## src/hw/rtl/fcsb_pkg.sv

```systemverilog
// frustum cull package: widths, plane count, action codes and item types
// no dependencies; used by the interfaces, the cell and the top level
package fcsb_pkg;

	localparam int PLANE_COUNT = 6;
	localparam int CFG_IDX_W   = 3;
	localparam int PLANE_W     = 64;
	localparam int COORD_W     = 16;
	localparam int RAD_W       = 15;
	localparam int FRAC_BITS   = 14;
	localparam int PROD_W      = 2 * COORD_W;
	localparam int OFS_W       = COORD_W + 1;
	localparam int SUM_W       = PROD_W + 5;

	typedef enum logic {
		ACT_SPHERE = 1'b0,
		ACT_BOX    = 1'b1
	} fcsb_action_t;

	typedef struct packed {
		fcsb_action_t               action;
		logic signed [COORD_W-1:0] x_a;
		logic signed [COORD_W-1:0] y_a;
		logic signed [COORD_W-1:0] z_a;
		logic signed [COORD_W-1:0] x_b;
		logic signed [COORD_W-1:0] y_b;
		logic signed [COORD_W-1:0] z_b;
		logic        [RAD_W-1:0]   radius;
	} fcsb_item_t;

	// what one cell hands to the next
	typedef struct packed {
		logic       valid;
		logic       vis;
		fcsb_item_t item;
	} fcsb_link_t;

endpackage

```

## src/hw/rtl/fcsb_cell.sv

```systemverilog
// frustum cull cell: holds one plane, tests the passing item against it in two stages
// depends on fcsb_pkg
module fcsb_cell (
	input  logic                             clk,
	input  logic                             arst_n,
	input  logic [fcsb_pkg::CFG_IDX_W-1:0] cell_idx,
	input  logic                             en,
	input  logic                             cfg_valid,
	input  logic [fcsb_pkg::CFG_IDX_W-1:0] cfg_idx,
	input  logic [fcsb_pkg::PLANE_W-1:0]   cfg_data,
	input  fcsb_pkg::fcsb_link_t            link_i,
	output fcsb_pkg::fcsb_link_t            link_o
);

	logic [fcsb_pkg::PLANE_W-1:0] plane_q;

	logic signed [fcsb_pkg::COORD_W-1:0] nx, ny, nz, d;
	logic signed [fcsb_pkg::COORD_W-1:0] px, py, pz;
	logic signed [fcsb_pkg::OFS_W-1:0]   ofs;
	logic                                box;

	logic                                valid_s1, vis_s1;
	fcsb_pkg::fcsb_item_t                item_s1;
	logic signed [fcsb_pkg::PROD_W-1:0]  prod_x_s1, prod_y_s1, prod_z_s1;
	logic signed [fcsb_pkg::OFS_W-1:0]   ofs_s1;

	logic signed [fcsb_pkg::SUM_W-1:0]   sum;

	logic                                valid_s2, vis_s2;
	fcsb_pkg::fcsb_item_t                item_s2;

	always_ff @(posedge clk or negedge arst_n) begin
		if (!arst_n) begin
			plane_q <= '0;
		end else if (cfg_valid && cfg_idx == cell_idx) begin
			plane_q <= cfg_data;
		end
	end

	assign nx = signed'(plane_q[15:0]);
	assign ny = signed'(plane_q[31:16]);
	assign nz = signed'(plane_q[47:32]);
	assign d  = signed'(plane_q[63:48]);

	// positive vertex for a box, center for a sphere
	always_comb begin
		box = (link_i.item.action == fcsb_pkg::ACT_BOX);
		px  = (box && !nx[fcsb_pkg::COORD_W-1]) ? link_i.item.x_b : link_i.item.x_a;
		py  = (box && !ny[fcsb_pkg::COORD_W-1]) ? link_i.item.y_b : link_i.item.y_a;
		pz  = (box && !nz[fcsb_pkg::COORD_W-1]) ? link_i.item.z_b : link_i.item.z_a;
		// radius folds into the offset: n.c + (d + r) * 2^14 < 0
		ofs = fcsb_pkg::OFS_W'(d);
		if (!box) begin
			ofs = fcsb_pkg::OFS_W'(d) + signed'({2'b00, link_i.item.radius});
		end
	end

	always_ff @(posedge clk or negedge arst_n) begin
		if (!arst_n) begin
			valid_s1 <= 1'b0;
		end else if (en) begin
			valid_s1 <= link_i.valid;
		end
	end

	always_ff @(posedge clk) begin
		if (en) begin
			item_s1   <= link_i.item;
			vis_s1    <= link_i.vis;
			prod_x_s1 <= nx * px;
			prod_y_s1 <= ny * py;
			prod_z_s1 <= nz * pz;
			ofs_s1    <= ofs;
		end
	end

	assign sum = fcsb_pkg::SUM_W'(prod_x_s1) + fcsb_pkg::SUM_W'(prod_y_s1)
		+ fcsb_pkg::SUM_W'(prod_z_s1) + (fcsb_pkg::SUM_W'(ofs_s1) <<< fcsb_pkg::FRAC_BITS);

	always_ff @(posedge clk or negedge arst_n) begin
		if (!arst_n) begin
			valid_s2 <= 1'b0;
		end else if (en) begin
			valid_s2 <= valid_s1;
		end
	end

	always_ff @(posedge clk) begin
		if (en) begin
			item_s2 <= item_s1;
			vis_s2  <= vis_s1 & ~sum[fcsb_pkg::SUM_W-1];
		end
	end

	assign link_o = '{valid: valid_s2, vis: vis_s2, item: item_s2};

endmodule

```

## config.mk

```make
export PLATFORM = sky130hd
export DESIGN_NAME = fcsb_cell
export DESIGN_NICKNAME = d
export VERILOG_FILES = /design/src/hw/rtl/fcsb_pkg.sv /design/src/hw/rtl/fcsb_cell.sv
export SDC_FILE = /design/constraint.sdc
export NUM_CORES = 2
export LEC_CHECK = 0
export BUFFER_PORTS_ARGS = -buffer_cell sky130_fd_sc_hd__buf_2
export CORE_MARGIN = 2
export CORE_UTILIZATION = 58
export CTS_CLUSTER_SIZE = 28
export DETAILED_ROUTE_END_ITERATION = 10
export PLACE_DENSITY = 0.84
export SLEW_MARGIN = 0
export SYNTH_ARGS = -nofsm -noshare
export SYNTH_HDL_FRONTEND = slang
export SYNTH_SLANG_ARGS = --single-unit
```

## constraint.sdc

```tcl
create_clock -name clk -period 14 [get_ports clk]
set_clock_uncertainty 0.1 [all_clocks]
set_input_delay 0.7 -clock clk [delete_from_list [all_inputs] [get_ports clk]]
set_output_delay 0.7 -clock clk [all_outputs]
set_load 0.02 [all_outputs]
```

# Yosys cells after proc, flatten, opt, wreduce, memory -nomap -nowiden
# Cells that the tools add are included.
[classes]
bitwise_logic = 2
n_eq_ne = 1
reduce_logical = 7
muxes = 4
multipliers = 3
addsub = 4
[ops]
columns = ["op", "n"]
rows = [
  ["$mul A16 B16 Y32", 3],
  ["$mux W16", 3],
  ["$add A34 B31 Y35", 1],
  ["$add A33 B32 Y34", 1],
  ["$add A32 B32 Y33", 1],
  ["$add A16 B16 Y17", 1],
  ["$mux W17", 1],
  ["$logic_and A1 B1 Y1", 4],
  ["$eq A3 B3 Y1", 1],
  ["$logic_not A1 Y1", 3],
  ["$and A1 B1 Y1", 1],
  ["$not A1 Y1", 1],
]
[totals]
wordCells = 46
out_inout_bits = 114
in_bits = 188
ff_bits = 405

# Depth between registers and ports, before layout
[depth]
depth_word = 5
mapped_depth = 29
mapped_depth_nobuf = 25

# Worst setup path after synthesis
# No wires, ideal clock.
[synth_path]
kind = "input port to flip-flop"
startpoint = "in link_i[111] (netlist name)"
endpoint = "reg prod_x_s1[30] (netlist name), data pin"
path_stages = 26
t_arrival_ns = 7.223
n_path_buf = 3
setup_time_ns = 0.258
path_slack_ns = 6.420
cell_sequence = "nor2b_1 clkbuf_1 buf_1 mux2i_1 clkbuf_1 nor2b_1 fa_1 inv_1 fa_1 fa_1 inv_1 fa_1 fa_1 inv_1 fa_1 inv_1 ha_1 a21o_1 a21oi_1 a32oi_1 nor4b_1 a211oi_1 a21oi_1 a211o_1 a21oi_1 xnor2_1"
[synth_between]
elab_chain_cells = 3
[synth_lines]
columns = ["element", "line_no", "source"]
rows = [
  ["from (decl)", "fcsb_cell.sv:11", "input fcsb_pkg::fcsb_link_t link_i,"],
  ["$logic_and A1 B1 Y1", "fcsb_cell.sv:48", "px = (box && !nx[fcsb_pkg::COORD_W-1]) ? link_i.item.x_b : link_i.item.x_a;"],
  ["$mux W16", "fcsb_cell.sv:48", ""],
  ["$mul A16 B16 Y32", "fcsb_cell.sv:70", "prod_x_s1 <= nx * px;"],
  ["to (signal assigned)", "fcsb_cell.sv:70", ""],
  ["to (decl)", "fcsb_cell.sv:24", "logic signed [fcsb_pkg::PROD_W-1:0] prod_x_s1, prod_y_s1, prod_z_s1;"],
]
# No other way between the ends.
# A chain may end at the register's enable or synchronous reset.

# Final worst setup path
[layout_path]
startpoint = "in link_i[111] (netlist name)"
endpoint = "reg prod_z_s1[31] (netlist name), data pin"
[layout_between]
elab_chain_cells = 3
[layout_lines]
columns = ["element", "line_no", "source"]
rows = [
  ["$logic_and A1 B1 Y1", "fcsb_cell.sv:50", "pz = (box && !nz[fcsb_pkg::COORD_W-1]) ? link_i.item.z_b : link_i.item.z_a;"],
  ["$mux W16", "fcsb_cell.sv:50", ""],
  ["$mul A16 B16 Y32", "fcsb_cell.sv:72", "prod_z_s1 <= nz * pz;"],
  ["to (signal assigned)", "fcsb_cell.sv:72", ""],
  ["to (decl)", "fcsb_cell.sv:24", ""],
]
# No other way between the ends.

==> impl_metrics.csv <==
group,metric,value,unit
synthesis,synth_compound_area_frac,0.04236,
clock_network,path_clk_slew,0.07,ns
global_routing,grt_pass1_vias,33210,
synthesis,ys_async_sr_fraction,0.1630,
clock_network,cts_hold_buf,0,
placed_design,placed_cell_area,47770,um^2
routing,drc,0,
sta,rsz0062_at_grt,"false",
cells_and_area,fin_nets,5589,
critical_path,criticalPathCategory,"input port to flop",
clock_network,cts_buffer_depth,3,
clock_network,cts-htree-levels,2,
routing,drt_iter0_markers,2137,
routing,vias_per_cell,5.525,
critical_path,end_kind,"flop",
critical_path,cp_data_required_time,14.22,ns
sta,fin_setup_tns,0,ns
placed_design,gp_congestion,0.8721,
flow_run,max_cap_viol_count,0,
synthesis,syn-num-nets,5334,
clock_network,root_buffer,"clkbuf_16",
critical_path,reg2reg_to,"prod_z_s1[31]",
sta,layout_min_cycle_time,8.210,ns
die,fp.dieW,283.2,um
critical_path,r2r_setup_slack,5.83,ns
routing,firstDrtPassIters,5,
outcome,status,"finished, final reports clean",
clock_network,worstSkewPairLatency,0.62,ns
hold_path,hold_path.startpoint,"link_i[38]",
die,start_util,0.5844,
critical_path,worstSetupStartpointType,"input port",
synthesis,ys_seq_elements,405,
critical_path,worst_ep_arrival_time,8.43,ns
clock_network,cts_tree,"yes",
synthesis,synth_top_family_by_area,"adder cells",
synthesis,postSynthCellCount,4004,
routing,drt_wl_total,105.4,mm
synthesis,synth_fa_ha_area_frac,0.4552,
synthesis,ys_warn_count,0,
cells_and_area,fillers,5778,
global_routing,grt_pass1_wl,175.2,mm
placed_design,dp_hpwl,81.26,mm
cells_and_area,design_area,49310,um^2
sta,fmax,0.1218,GHz
clock_network,post-cts-setup-buffer-count,0,
synthesis,yosysTopAreaCell,"fa_1",
die,core-area,77340,um^2
synthesis,synth_top_cells_by_area,"fa_1 37%, edfxtp_1 23%, ha_1 8.4%",
synthesis,synth_cell_type_count,67,
sta,drv_slew,0,
clock_network,cts_buffers,46,
cells_and_area,drive_above_1_share,0.1227,
critical_path,r2r_start,"plane_q[47]",
hold_path,hold_class,"input port to flop",
sta,slew_headroom,0.2615,
synthesis,synth_mux_area_frac,0.02907,
die,pin_count,302,
placed_design,io_buffers,301,
global_routing,grtUsageTotal,0.2768,
global_routing,antenna_found_initial,2,
routing,ant_nets,0,
synthesis,netlist.area_leader.share,0.3707,
synthesis,synth_ff_type,"edfxtp_1",
clock_network,clock-sinks,405,
die,rows,102,
synthesis,avgSynthCellArea,11.29,um^2
cells_and_area,antenna_cells,0,
synthesis,yosys.area_share.simple,0.1051,
die,die_area,80170,um^2
synthesis,syn_area,45200,um^2
global_routing,grt_overflow,0,
synthesis,synth_edf_count,339,
hold_path,whs_path_depth,1,
sta,setup_violations,0,
routing,via_count,29470,
clock_network,cts_resized,0,
cells_and_area,synthToLayoutAreaGrowth,9.099,%
global_routing,grt_start_max_net_pins,192,
critical_path,reg2reg_depth,23,
die,fp.dieH,283.2,um
sta,worstMarginPinSlew,1.108,ns
synthesis,ys_seq_area_frac,0.2618,
hold_path,hold_path_end,"item_s1[38]",
sta,fin_crit_sh,0.5864,
sta,finalHoldViolCount,0,
synthesis,yosys.area_share.xor_xnor,0.02403,
routing,post_drt_wl_per_cell,19.75,um
critical_path,path_max_fanout,33,
critical path, cell delays in order:
cell and delay [ns]:
buf_2 0.08, buf_4 0.38, nor2b_2 0.92, mux2i_2 0.86
nor2b_1 0.15, fa_1 0.54, inv_1 0.06, fa_1 0.46
fa_1 0.54, inv_1 0.07, fa_1 0.48, fa_1 0.48
inv_1 0.05, fa_1 0.47, inv_1 0.04, ha_1 0.34
a2111oi_0 0.39, o21ai_0 0.15, nand2_1 0.09, o31ai_1 0.12
a31oi_2 0.40, o2111ai_1 0.21, a21o_1 0.18, a21oi_1 0.16
xnor2_1 0.08
placed cells by master, fill, tap and decap left out, types with 47 or more instances in the layout:
cell type,instances
a21oi_1,78
and2_1,154
buf_2,299
clkbuf_16,47
dfrtp_1,66
edfxtp_1,339
fa_1,837
ha_1,305
inv_1,873
mux2_2,98
nand2_1,363
nor2_1,86
nor2b_1,240
xnor2_1,91
synthesized netlist by cell type, types with 10 or more instances:
library cell,number
or2_2,15
o21ai_0,33
edfxtp_1,339
nand3_1,16
a211oi_1,11
ha_1,305
and2_1,154
nand2_1,363
mux2_2,98
o21ai_1,11
dfrtp_1,66
o21a_1,15
fa_1,837
o31ai_1,10
xnor2_1,91
nand2b_1,30
nor2b_1,241
a21o_1,43
o21bai_1,17
mux2i_1,21
xor2_1,33
clkbuf_1,114
nor3_1,14
nor2_1,86
inv_1,873
a21oi_1,78
cells by family (layout without fill, tap and decap cells):
kind of cell               count (synthesis)  in the layout
and+or+nand+nor                          943            943
adders and majority gates               1142           1142
muxes                                    119            119
DFF                                      405            405
buffers and inverters                    992           1282
xor gates and xnor gates                 124            124
AOI/OAI and AO/OA                        279            279
final cells by class:
class                      count  area, um^2  share of cell area
clock inverter                27       306.5            0.006217
inverter                     873        3277             0.06646
tap                         1040        1301             0.02639
sequential                   405       11830              0.2399
multi-input combinational   2607       29640              0.6012
clock buffer                  56        1230             0.02494
timing repair buffer         326        1719             0.03486
worst max-delay path by stage:
stage,from,endpoint,slack (ns)
2_1_floorplan,link_i[111],prod_x_s1[30],6.42
3_3_place_gp,link_i[111],prod_z_s1[30],5.17
3_5_place_dp,link_i[111],prod_z_s1[30],4.85
4_1_cts,link_i[111],prod_z_s1[30],5.48
5_1_grt,plane_q[47],prod_z_s1[30],5.38
6_report,link_i[111],prod_z_s1[31],5.79
state kept, by name, summed over array words and instances, names as in the netlist:
register,flops
vis_s1,1
ofs_s1,17
valid_s2,1
link_o,112
valid_s1,1
vis_s2,1
item_s1,112
plane_q,64
prod_y_s1,32
prod_z_s1,32
prod_x_s1,32
metrics by stage:
step	setup WS, ns	cells	hold WS, ns	utilization
finish	5.790	5334	0.1753	0.6376
global placement	5.168	5251	0.3002	0.6177
global route	5.385	5334	0.1695	0.6376
CTS	5.484	5334	0.1553	0.6375
detailed placement	4.853	5251	0.3045	0.6177
floorplan	6.420	4004	0.3003	-
metal layers:
layer / global-route usage / wire length, um / up-vias
met3: 0.05845 / 8435 / 322
met4: 0.1013 / 4131 / 4
met2: 0.4729 / 53820 / 1203
li1: - / - / 12840
met5: 0 / 22 / -
met1: 0.3494 / 38960 / 15110
Power is not shown: default switching activity piles up to over one toggle a cycle in this logic, so the estimate is an artifact.
